## src/sv/mte_pkg.sv

```systemverilog
// shared types, constants and letter code table for the morse text encoder
package mte_pkg;

    // symbol codes carried on the output word
    typedef enum logic [1:0] {
        SYM_DOT   = 2'd0,
        SYM_DASH  = 2'd1,
        SYM_SPACE = 2'd2
    } t_symbol;

    localparam int CHAR_W       = 8;
    localparam int DOT_W        = 11;
    localparam int LED_W        = 13;
    localparam int PATTERN_BITS = 16;
    localparam int LETTERS      = 26;
    localparam int MAX_SYMS     = 5;
    localparam int MAX_ELEMS    = MAX_SYMS - 1;
    localparam int CNT_W        = $clog2(MAX_SYMS + 1);
    localparam int IDX_W        = $clog2(LETTERS);
    localparam int SYM_W        = 2;
    localparam int QDEPTH       = 4;
    localparam int QPTR_W       = $clog2(QDEPTH);
    localparam int SPACE_RUN    = 3;
    localparam logic [DOT_W-1:0] DOT_RESET = 11'd200;

    localparam logic [CHAR_W-1:0] CHAR_UPPER_A = 8'h41;
    localparam logic [CHAR_W-1:0] CHAR_UPPER_Z = 8'h5A;
    localparam logic [CHAR_W-1:0] CHAR_LOWER_A = 8'h61;
    localparam logic [CHAR_W-1:0] CHAR_LOWER_Z = 8'h7A;
    localparam logic [CHAR_W-1:0] CHAR_SPACE   = 8'h20;

    // one letter: number of elements and dash flags, element 0 first
    typedef struct packed {
        logic [CNT_W-1:0]     len;
        logic [MAX_ELEMS-1:0] dash;
    } t_letter_code;

    // one queued word group: symbol count and symbols, first in the low bits
    typedef struct packed {
        logic [CNT_W-1:0]          cnt;
        logic [MAX_SYMS*SYM_W-1:0] syms;
    } t_job;

    // scan an on/off pattern from the top bit: three ones make a dash,
    // a zero after one or two ones makes a dot (evaluated at elaboration)
    function automatic t_letter_code pattern_to_code(input logic [PATTERN_BITS-1:0] pat);
        t_letter_code code;
        int           run;
        int           n;
        code = '0;
        run  = 0;
        n    = 0;
        for (int b = PATTERN_BITS - 1; b >= 0; b--) begin
            if (pat[b]) begin
                if (run == 2) begin
                    if (n < MAX_ELEMS) begin
                        code.dash[n] = 1'b1;
                        n = n + 1;
                    end
                    run = 0;
                end else begin
                    run = run + 1;
                end
            end else if (run != 0) begin
                if (n < MAX_ELEMS) begin
                    n = n + 1;
                end
                run = 0;
            end
        end
        code.len = CNT_W'(n);
        return code;
    endfunction

    localparam t_letter_code LETTER_CODE [LETTERS] = '{
        pattern_to_code(16'hB800), pattern_to_code(16'hEA80), pattern_to_code(16'hEBA0),
        pattern_to_code(16'hEA00), pattern_to_code(16'h8000), pattern_to_code(16'hAE80),
        pattern_to_code(16'hEE80), pattern_to_code(16'hAA00), pattern_to_code(16'hA000),
        pattern_to_code(16'hBBB8), pattern_to_code(16'hEB80), pattern_to_code(16'hBA80),
        pattern_to_code(16'hEE00), pattern_to_code(16'hE800), pattern_to_code(16'hEEE0),
        pattern_to_code(16'hBBA0), pattern_to_code(16'hEEB8), pattern_to_code(16'hBA00),
        pattern_to_code(16'hA800), pattern_to_code(16'hE000), pattern_to_code(16'hAE00),
        pattern_to_code(16'hAB80), pattern_to_code(16'hBB80), pattern_to_code(16'hEAE0),
        pattern_to_code(16'hEBB8), pattern_to_code(16'hEEA0)
    };

endpackage

```

## src/sv/morse_text_encoder.sv

```systemverilog
// morse text encoder top level: front end, symbol queue and back end
// an accepted byte passes through the queue and the group register before the output register
// throughput: one symbol per cycle while the output is not stalled; a letter or space byte
// gives 2 to 5 symbols at the output; other bytes are taken and give nothing
// a four-entry queue lets the input keep taking bytes while the output stalls
// reset (synchronous, active low) empties the queue and output, dot time is 200
module morse_text_encoder
    import mte_pkg::*;
(
    input  logic              i_clk,
    input  logic              i_rst_n,
    input  logic              i_cfg_wr_en,
    input  logic [DOT_W-1:0]  i_cfg_wr_data,   // dot_time_ms
    input  logic              i_s_tvalid,
    output logic              o_s_tready,
    input  logic [CHAR_W-1:0] i_s_tdata,       // [7:0] char_code
    output logic              o_m_tvalid,
    input  logic              i_m_tready,
    output logic [15:0]       o_m_tdata,       // [1:0] symbol, [14:2] led_on_ms
    output logic              o_m_tlast        // last_of_run
);

    logic w_push;
    logic w_full;
    logic w_pop;
    logic w_empty;
    t_job w_push_job;
    t_job w_head_job;

    mte_front u_front (
        .i_s_tvalid (i_s_tvalid),
        .o_s_tready (o_s_tready),
        .i_s_tdata  (i_s_tdata),
        .i_q_full   (w_full),
        .o_q_push   (w_push),
        .o_q_job    (w_push_job)
    );

    mte_queue u_queue (
        .i_clk   (i_clk),
        .i_rst_n (i_rst_n),
        .i_push  (w_push),
        .i_job   (w_push_job),
        .o_full  (w_full),
        .i_pop   (w_pop),
        .o_job   (w_head_job),
        .o_empty (w_empty)
    );

    mte_back u_back (
        .i_clk         (i_clk),
        .i_rst_n       (i_rst_n),
        .i_cfg_wr_en   (i_cfg_wr_en),
        .i_cfg_wr_data (i_cfg_wr_data),
        .i_q_job       (w_head_job),
        .i_q_empty     (w_empty),
        .o_q_pop       (w_pop),
        .o_m_tvalid    (o_m_tvalid),
        .i_m_tready    (i_m_tready),
        .o_m_tdata     (o_m_tdata),
        .o_m_tlast     (o_m_tlast)
    );

endmodule

```

## src/sv/mte_front.sv

```systemverilog
// front end: accepts bytes, classifies them and builds symbol groups
module mte_front
    import mte_pkg::*;
(
    input  logic              i_s_tvalid,
    output logic              o_s_tready,
    input  logic [CHAR_W-1:0] i_s_tdata,   // [7:0] char_code
    input  logic              i_q_full,
    output logic              o_q_push,
    output t_job              o_q_job
);

    logic [CHAR_W-1:0] w_diff;
    logic [IDX_W-1:0]  w_idx;
    logic              w_letter;
    logic              w_space;
    t_letter_code      w_code;

    // letter index, case folded
    always_comb begin
        w_letter = 1'b0;
        w_diff   = '0;
        if (i_s_tdata inside {[CHAR_UPPER_A:CHAR_UPPER_Z]}) begin
            w_letter = 1'b1;
            w_diff   = i_s_tdata - CHAR_UPPER_A;
        end else if (i_s_tdata inside {[CHAR_LOWER_A:CHAR_LOWER_Z]}) begin
            w_letter = 1'b1;
            w_diff   = i_s_tdata - CHAR_LOWER_A;
        end
        w_idx   = w_diff[IDX_W-1:0];
        w_space = (i_s_tdata == CHAR_SPACE);
        w_code  = LETTER_CODE[w_idx];
    end

    // symbol group: elements of the letter then one space, or a run of spaces
    always_comb begin
        o_q_job = '0;
        if (w_letter) begin
            o_q_job.cnt = w_code.len + CNT_W'(1);
            for (int i = 0; i < MAX_SYMS; i++) begin
                if (CNT_W'(i) < w_code.len) begin
                    o_q_job.syms[i*SYM_W +: SYM_W] = w_code.dash[i % MAX_ELEMS] ?
                                                     SYM_DASH : SYM_DOT;
                end else begin
                    o_q_job.syms[i*SYM_W +: SYM_W] = SYM_SPACE;
                end
            end
        end else begin
            o_q_job.cnt = CNT_W'(SPACE_RUN);
            for (int i = 0; i < MAX_SYMS; i++) begin
                o_q_job.syms[i*SYM_W +: SYM_W] = SYM_SPACE;
            end
        end
    end

    // bytes that give nothing are taken and dropped
    assign o_s_tready = !i_q_full;
    assign o_q_push   = i_s_tvalid && !i_q_full && (w_letter || w_space);

endmodule

```

## src/sv/mte_queue.sv

```systemverilog
// small queue of symbol groups between front and back
module mte_queue
    import mte_pkg::*;
(
    input  logic i_clk,
    input  logic i_rst_n,
    input  logic i_push,
    input  t_job i_job,
    output logic o_full,
    input  logic i_pop,
    output t_job o_job,
    output logic o_empty
);

    t_job              r_mem [QDEPTH];
    logic [QPTR_W-1:0] r_wr_ptr;
    logic [QPTR_W-1:0] r_rd_ptr;
    logic [QPTR_W:0]   r_count;
    logic [QPTR_W:0]   n_count;
    logic              w_push;
    logic              w_pop;

    assign o_full  = (r_count == (QPTR_W+1)'(QDEPTH));
    assign o_empty = (r_count == '0);
    assign w_push  = i_push && !o_full;
    assign w_pop   = i_pop && !o_empty;
    assign o_job   = r_mem[r_rd_ptr];

    // occupancy
    always_comb begin
        n_count = r_count;
        if (w_push && !w_pop) begin
            n_count = r_count + 1'b1;
        end else if (w_pop && !w_push) begin
            n_count = r_count - 1'b1;
        end
    end

    // pointers and count
    always_ff @(posedge i_clk) begin
        if (!i_rst_n) begin
            r_wr_ptr <= '0;
            r_rd_ptr <= '0;
            r_count  <= '0;
        end else begin
            r_count <= n_count;
            if (w_push) begin
                r_wr_ptr <= r_wr_ptr + 1'b1;
            end
            if (w_pop) begin
                r_rd_ptr <= r_rd_ptr + 1'b1;
            end
        end
    end

    // storage
    always_ff @(posedge i_clk) begin
        if (w_push) begin
            r_mem[r_wr_ptr] <= i_job;
        end
    end

endmodule

```

## src/sv/mte_back.sv

```systemverilog
// back end: plays out one symbol per cycle, while the output is not stalled, with its led on-time
module mte_back
    import mte_pkg::*;
(
    input  logic             i_clk,
    input  logic             i_rst_n,
    input  logic             i_cfg_wr_en,
    input  logic [DOT_W-1:0] i_cfg_wr_data,
    input  t_job             i_q_job,
    input  logic             i_q_empty,
    output logic             o_q_pop,
    output logic             o_m_tvalid,
    input  logic             i_m_tready,
    output logic [15:0]      o_m_tdata,   // [1:0] symbol, [14:2] led_on_ms, [15] zero
    output logic             o_m_tlast    // last_of_run
);

    logic [DOT_W-1:0]          r_dot_ms;
    logic [CNT_W-1:0]          r_cnt;
    logic [MAX_SYMS*SYM_W-1:0] r_syms;
    logic                      r_valid;
    t_symbol                   r_sym;
    logic [LED_W-1:0]          r_led;
    logic                      r_last;

    logic [CNT_W-1:0]          n_cnt;
    logic [MAX_SYMS*SYM_W-1:0] n_syms;
    logic                      w_out_free;
    logic                      w_emit;
    t_symbol                   w_sym;
    logic [LED_W-1:0]          w_led;

    assign w_out_free = !r_valid || i_m_tready;
    assign w_emit     = w_out_free && (r_cnt != '0);
    assign o_q_pop    = !i_q_empty && ((r_cnt == '0) ||
                        ((r_cnt == CNT_W'(1)) && w_out_free));
    assign w_sym      = t_symbol'(r_syms[SYM_W-1:0]);

    // dot time register
    always_ff @(posedge i_clk) begin
        if (!i_rst_n) begin
            r_dot_ms <= DOT_RESET;
        end else if (i_cfg_wr_en) begin
            r_dot_ms <= i_cfg_wr_data;
        end
    end

    // on-time of the symbol at the head of the group
    always_comb begin
        case (w_sym)
            SYM_DOT:  w_led = LED_W'(r_dot_ms);
            SYM_DASH: w_led = LED_W'(r_dot_ms) + (LED_W'(r_dot_ms) << 1);
            default:  w_led = '0;
        endcase
    end

    // current group: load from queue or shift out one symbol
    always_comb begin
        n_cnt  = r_cnt;
        n_syms = r_syms;
        if (o_q_pop) begin
            n_cnt  = i_q_job.cnt;
            n_syms = i_q_job.syms;
        end else if (w_emit) begin
            n_cnt  = r_cnt - CNT_W'(1);
            n_syms = r_syms >> SYM_W;
        end
    end

    always_ff @(posedge i_clk) begin
        if (!i_rst_n) begin
            r_cnt <= '0;
        end else begin
            r_cnt <= n_cnt;
        end
    end

    always_ff @(posedge i_clk) begin
        r_syms <= n_syms;
    end

    // output register
    always_ff @(posedge i_clk) begin
        if (!i_rst_n) begin
            r_valid <= 1'b0;
        end else if (w_out_free) begin
            r_valid <= w_emit;
        end
    end

    always_ff @(posedge i_clk) begin
        if (w_emit) begin
            r_sym  <= w_sym;
            r_led  <= w_led;
            r_last <= (r_cnt == CNT_W'(1));
        end
    end

    assign o_m_tvalid = r_valid;
    assign o_m_tdata  = {1'b0, r_led, r_sym};
    assign o_m_tlast  = r_last;

`ifndef NO_ASSERTIONS
    // a word never carries the unused symbol code
    a_sym_code: assert property (@(posedge i_clk) disable iff (!i_rst_n)
        r_valid |-> (r_sym == SYM_DOT || r_sym == SYM_DASH || r_sym == SYM_SPACE))
        else $error("invalid symbol code");

    // spaces keep the led dark
    a_space_dark: assert property (@(posedge i_clk) disable iff (!i_rst_n)
        (r_valid && r_sym == SYM_SPACE) |-> (r_led == '0))
        else $error("space with nonzero on-time");

    // every group ends on a space
    a_last_space: assert property (@(posedge i_clk) disable iff (!i_rst_n)
        (r_valid && r_last) |-> (r_sym == SYM_SPACE))
        else $error("group ends on a non-space symbol");

    // a dash lasts three dots
    a_dash_time: assert property (@(posedge i_clk) disable iff (!i_rst_n)
        (r_valid && r_sym == SYM_DASH) |-> (r_led == LED_W'(3 * r_dot_ms)))
        else $error("dash on-time mismatch");
`endif

endmodule
```

## config.mk

```make
export PLATFORM = sky130hd
export DESIGN_NAME = morse_text_encoder
export DESIGN_NICKNAME = d
export VERILOG_FILES = /design/src/sv/mte_pkg.sv /design/src/sv/morse_text_encoder.sv /design/src/sv/mte_front.sv /design/src/sv/mte_queue.sv /design/src/sv/mte_back.sv
export SDC_FILE = /design/constraint.sdc
export NUM_CORES = 1
export LEC_CHECK = 0
export BUFFER_PORTS_ARGS = -buffer_cell sky130_fd_sc_hd__buf_2
export CELL_PAD_IN_SITES_DETAIL_PLACEMENT = 0
export CELL_PAD_IN_SITES_GLOBAL_PLACEMENT = 2
export CORE_ASPECT_RATIO = 0.8
export CORE_MARGIN = 2
export CORE_UTILIZATION = 40
export DETAILED_ROUTE_END_ITERATION = 12
export GPL_TIMING_DRIVEN = 0
export PLACE_DENSITY = 0.88
export SETUP_SLACK_MARGIN = 0.1
export SYNTH_ARGS = -nofsm -noshare
export SYNTH_HDL_FRONTEND = slang
export SYNTH_HIERARCHICAL = 1
export SYNTH_SLANG_ARGS = --single-unit
```

## constraint.sdc

```tcl
create_clock -name i_clk -period 4 [get_ports i_clk]
set_input_delay 0.4 -clock i_clk [delete_from_list [all_inputs] [get_ports i_clk]]
set_output_delay 0.4 -clock i_clk [all_outputs]
set_load 0.1 [all_outputs]
```

==> reports/results.txt <==
The number of buffers inserted by port buffering was 40; the net total in the final layout was 599. The final-report hold violation count was 0; the clock tree skew after final layout was 0.00702 ns. For this run, design rule violations remaining after detail routing come to 0. The tools report the detailed-router iteration count before antenna repair as 5.

The number of vias in the routed layout was 3915; the clock transition at the register clock pins on the worst setup and hold paths after CTS was 0.07 ns. Number of synthesized register bits: 102. The number of I/O pins is 43, and the post-layout instance count excluding filler cells is 727. TritonCTS built the clock tree. The floorplan has 38 rows. Global routing consumed, over all layers together, 15.7% of the routing resources. The first global-routing pass estimated 18700 microns of wire. For this design the ratio of total power to cell area is 607 nW/um^2. Yosys mapped a number of flops with a built-in enable equal to 78.

The tree is rooted in a sky130_fd_sc_hd__clkbuf_16. After detailed placement, the total cell area comes to 6110 sq um. The biggest area contributor in the post-synthesis netlist is sky130_fd_sc_hd__edfxtp_1. For the final routed database, the setup TNS stands at 0 ns.

After detailed routing, the number of vias per cell comes to 5.39. The number of antenna diodes in the final layout is 0. In the layout the commonest cells are sky130_fd_sc_hd__edfxtp_1 (78), sky130_fd_sc_hd__nand2_1 (51), sky130_fd_sc_hd__buf_2 (45).

The detailed router finished its first iteration with 234 violations. The tools report the clock latency at the later pin of the worst-skew pair as 0.35 ns. The number of antenna-violating nets in the routed design was 0; the hold buffer count at CTS was 0.

The run gives 0.866 as the global placer's final weighted congestion. The sequential share of the synthesized area is 49.9%. The max-slew headroom at the worst pin is 49.2%.

The worst stage delay on the critical path was 0.44 ns; the leakage power total was 2.46 nW. IR analysis of the VDD net gives a maximum drop of 0.522 mV. Based on the critical path, the design can be clocked at up to 0.271 GHz. Number of global-route vias before repair: 3633. The per-instance average area after synthesis is 11.6 sq um. Traced cell by cell, the critical path runs through buf_2, buf_6, clkinvlp_4, ha_1, and3b_1, or3_4, buf_6, nor2_1, ha_1, a21boi_0, nor3b_1, o21ai_1, o211ai_1, or2_1. STA classifies the critical path endpoint as a flop. The max-cap check violation count came out at 0. In this run the worst path has a maximum fanout of 10. Warning count from the yosys run: 6. The tools report the starting density of the core as 41.3%. Setup repair after global routing could not meet its margin everywhere. The number of pins with negative max-slew slack in the final report is 0. The net count after synthesis came out at 547. The worst setup path is of the in -> reg kind.

The netlist uses 74 different library cells. Ranked by total cell area, the synthesized netlist is headed by sky130_fd_sc_hd__edfxtp_1 (41%), sky130_fd_sc_hd__dfxtp_1 (8.5%), sky130_fd_sc_hd__ha_1 (6.9%). In this run the cell area of the synthesized design comes to 5660 sq um. The total wirelength of the detailed-routed design was 11400 microns; the HPWL after detailed placement was 8420 microns. The post-synthesis async set-or-reset flop share was 0%; the required time of the worst setup path was 4.09 ns. Overall power consumption after layout is estimated at 3.91 mW. The tools report the initial antenna violation count as 0. For the pin with the worst max-slew slack, the measured transition is 0.743 ns.

Entering global routing, the biggest net connects 19 pins. The final standard cell area without fillers is 6450 sq um. Counting cells, the worst reg-to-reg path comes to 14. Worst min-delay path class: in -> reg. The area growth from synthesis to layout is 13.9%. The fraction of layout cells with a size suffix above 1 works out to 20.1%. The most common cell after layout, fill and taps aside is sky130_fd_sc_hd__edfxtp_1. The die extent in x was 137 microns; the worst hold path depth was 3.

The clock tree synthesis step divided the H-tree into 3 levels. After technology mapping, the gate count stands at 490. The post-route fraction of the period consumed by the critical path came out at 92.3%. The layout has 1229 filler cells.

The overall die area came out at 15100 sq um. Setup violations remaining at the end of the flow were counted as 0. The run gives 711 as the placed cell count. Global routing finished with a remaining overflow of 0. STA classifies the critical path startpoint as an input pin. Counting I/O delays and the setup requirement, the final critical path takes 3.69 ns. Buffers inserted during clock tree synthesis total 9.

The routed wire length per instance is 15.7 microns. The run gives 3.78 ns as the data arrival time of the critical path. The clock passes through at most 2 buffers.

The die is 110 microns tall. The top cell type by area accounts for 41.4% of the synthesized area. Cell with the largest stage delay on the worst path: sky130_fd_sc_hd__or3_4. The flow ran to the end, and the final reports show no timing, DRC or antenna violations.

The run gives 102 as the TritonCTS sink count. The leading register cell type out of synthesis was sky130_fd_sc_hd__edfxtp_1. The tools report the placeable core region as 13700 sq um.
## critical path: cells and delay by family
family          cells  cell delay, ns
buf+inv             4            0.56
simple gates        5            1.43
compound gates      3            0.83
fa+ha+maj           2            0.55
## cells by family (layout without fill, tap and decap cells)
kind of cell | after synthesis | in the layout | synth area share, %
AO/OA/AOI/OAI | 93 | 93 | 12.0
XOR/XNOR | 13 | 13 | 2.14
adder cells (fa/ha/maj) | 33 | 33 | 7.56
buffers and inverters | 46 | 103 | 4.22
flip-flops | 102 | 102 | 49.9
multiplexers | 33 | 33 | 8.80
other | 1 | 1 | 0.0662
AND/OR/NAND/NOR | 169 | 169 | 15.4
## registers in the layout, summed over array words and instances (netlist names), named ones only
register / cells
u_queue/r_rd_ptr: 2
u_back/r_led: 13
u_back/r_sym: 2
u_queue/r_wr_ptr: 2
u_back/o_m_tlast: 1
u_back/r_dot_ms: 11
u_queue/r_mem: 52
u_back/r_cnt: 3
u_back/o_m_tvalid: 1
u_back/r_syms: 10
u_queue/r_count: 3
## final timing paths
path                                     from                               end  slack (ns)
max                              i_s_tdata[0]     u_queue/r_mem[1][9]$_DFFE_PP_        0.31
min                          i_cfg_wr_data[3]   u_back/r_dot_ms[3]$_SDFFE_PN1P_        0.28
max reg2reg      u_back/r_cnt[0]$_SDFFE_PN0P_   u_queue/r_count[2]$_SDFFE_PN0P_        1.10
min reg2reg  u_queue/r_wr_ptr[0]$_SDFFE_PN0P_  u_queue/r_wr_ptr[0]$_SDFFE_PN0P_        0.50
## routing by layer
metal  vias up  GRT usage [%]  part of all wire [%]
met4         0           5.15                   1.2
met5         -              0                     0
met3        12           3.54                   6.2
li1       1904              -                     -
met2       121           24.0                    46
met1      1878           22.1                    47
## power by group
| part | switching [mW] | total [mW] | internal (mW) | leakage, nW |
|---|---|---|---|---|
| clock | 0.384 | 0.915 | 0.531 | 0.158 |
| sequential | 0.0897 | 1.49 | 1.40 | 0.917 |
| combinational | 1.13 | 1.51 | 0.374 | 1.38 |
| total | 1.61 | 3.91 | 2.31 | 2.46 |
## cell usage after synthesis, types with 2 or more instances
library cell,number
sky130_fd_sc_hd__and3_1,5
sky130_fd_sc_hd__nor3b_1,3
sky130_fd_sc_hd__nand4_1,3
sky130_fd_sc_hd__a21oi_1,25
sky130_fd_sc_hd__xnor2_1,10
sky130_fd_sc_hd__a21boi_1,2
sky130_fd_sc_hd__nand3b_1,2
sky130_fd_sc_hd__dfxtp_1,24
sky130_fd_sc_hd__nor3_1,8
sky130_fd_sc_hd__nand2_1,51
sky130_fd_sc_hd__nor3_2,3
sky130_fd_sc_hd__edfxtp_1,78
sky130_fd_sc_hd__ha_1,31
sky130_fd_sc_hd__xor2_1,2
sky130_fd_sc_hd__a22o_1,3
sky130_fd_sc_hd__nand3_1,9
sky130_fd_sc_hd__and2_1,12
sky130_fd_sc_hd__buf_2,5
sky130_fd_sc_hd__clkbuf_1,6
sky130_fd_sc_hd__nor2b_1,6
sky130_fd_sc_hd__a211oi_1,8
sky130_fd_sc_hd__buf_4,4
sky130_fd_sc_hd__o21ai_0,11
sky130_fd_sc_hd__fa_1,2
sky130_fd_sc_hd__o22ai_1,2
sky130_fd_sc_hd__a21o_1,6
sky130_fd_sc_hd__a31oi_1,3
sky130_fd_sc_hd__and2_4,2
sky130_fd_sc_hd__nand2b_1,13
sky130_fd_sc_hd__buf_6,6
sky130_fd_sc_hd__a311oi_1,2
sky130_fd_sc_hd__mux4_2,13
sky130_fd_sc_hd__o21ai_1,5
sky130_fd_sc_hd__or3_1,4
sky130_fd_sc_hd__inv_1,23
sky130_fd_sc_hd__mux2i_1,19
sky130_fd_sc_hd__nor2_1,36
sky130_fd_sc_hd__o211ai_1,5
sky130_fd_sc_hd__buf_1,2
sky130_fd_sc_hd__o21a_1,2
## cell type report
cell class	instances	area (sq um)	area share (%)
tap	180	225	3.49
multi-input combinational	342	2620	40.7
buffer	23	153	2.37
inverter	23	90.1	1.40
timing repair buffer	41	215	3.34
clock buffer	11	254	3.94
clock inverter	5	63.8	0.990
sequential	102	2820	43.8
## through the flow
stage               worst slack, ns  util [%]  hold slack, ns
finish                        0.308      47.1           0.278
global route                 0.0277      47.1           0.280
CTS                           0.172      46.9           0.269
detailed placement           -0.183      44.6           0.495
global placement             -0.121      44.5           0.480
floorplan                     0.444         -           0.462
## what timing repair did
| item | 4_1_cts | 5_1_grt |
|---|---|---|
| buffers inserted | 0 | 0 |
| gates resized for setup | 0 | 6 |
| endpoints found under the setup margin | 0 | 24 |
Power figures use the tool's default switching activity.
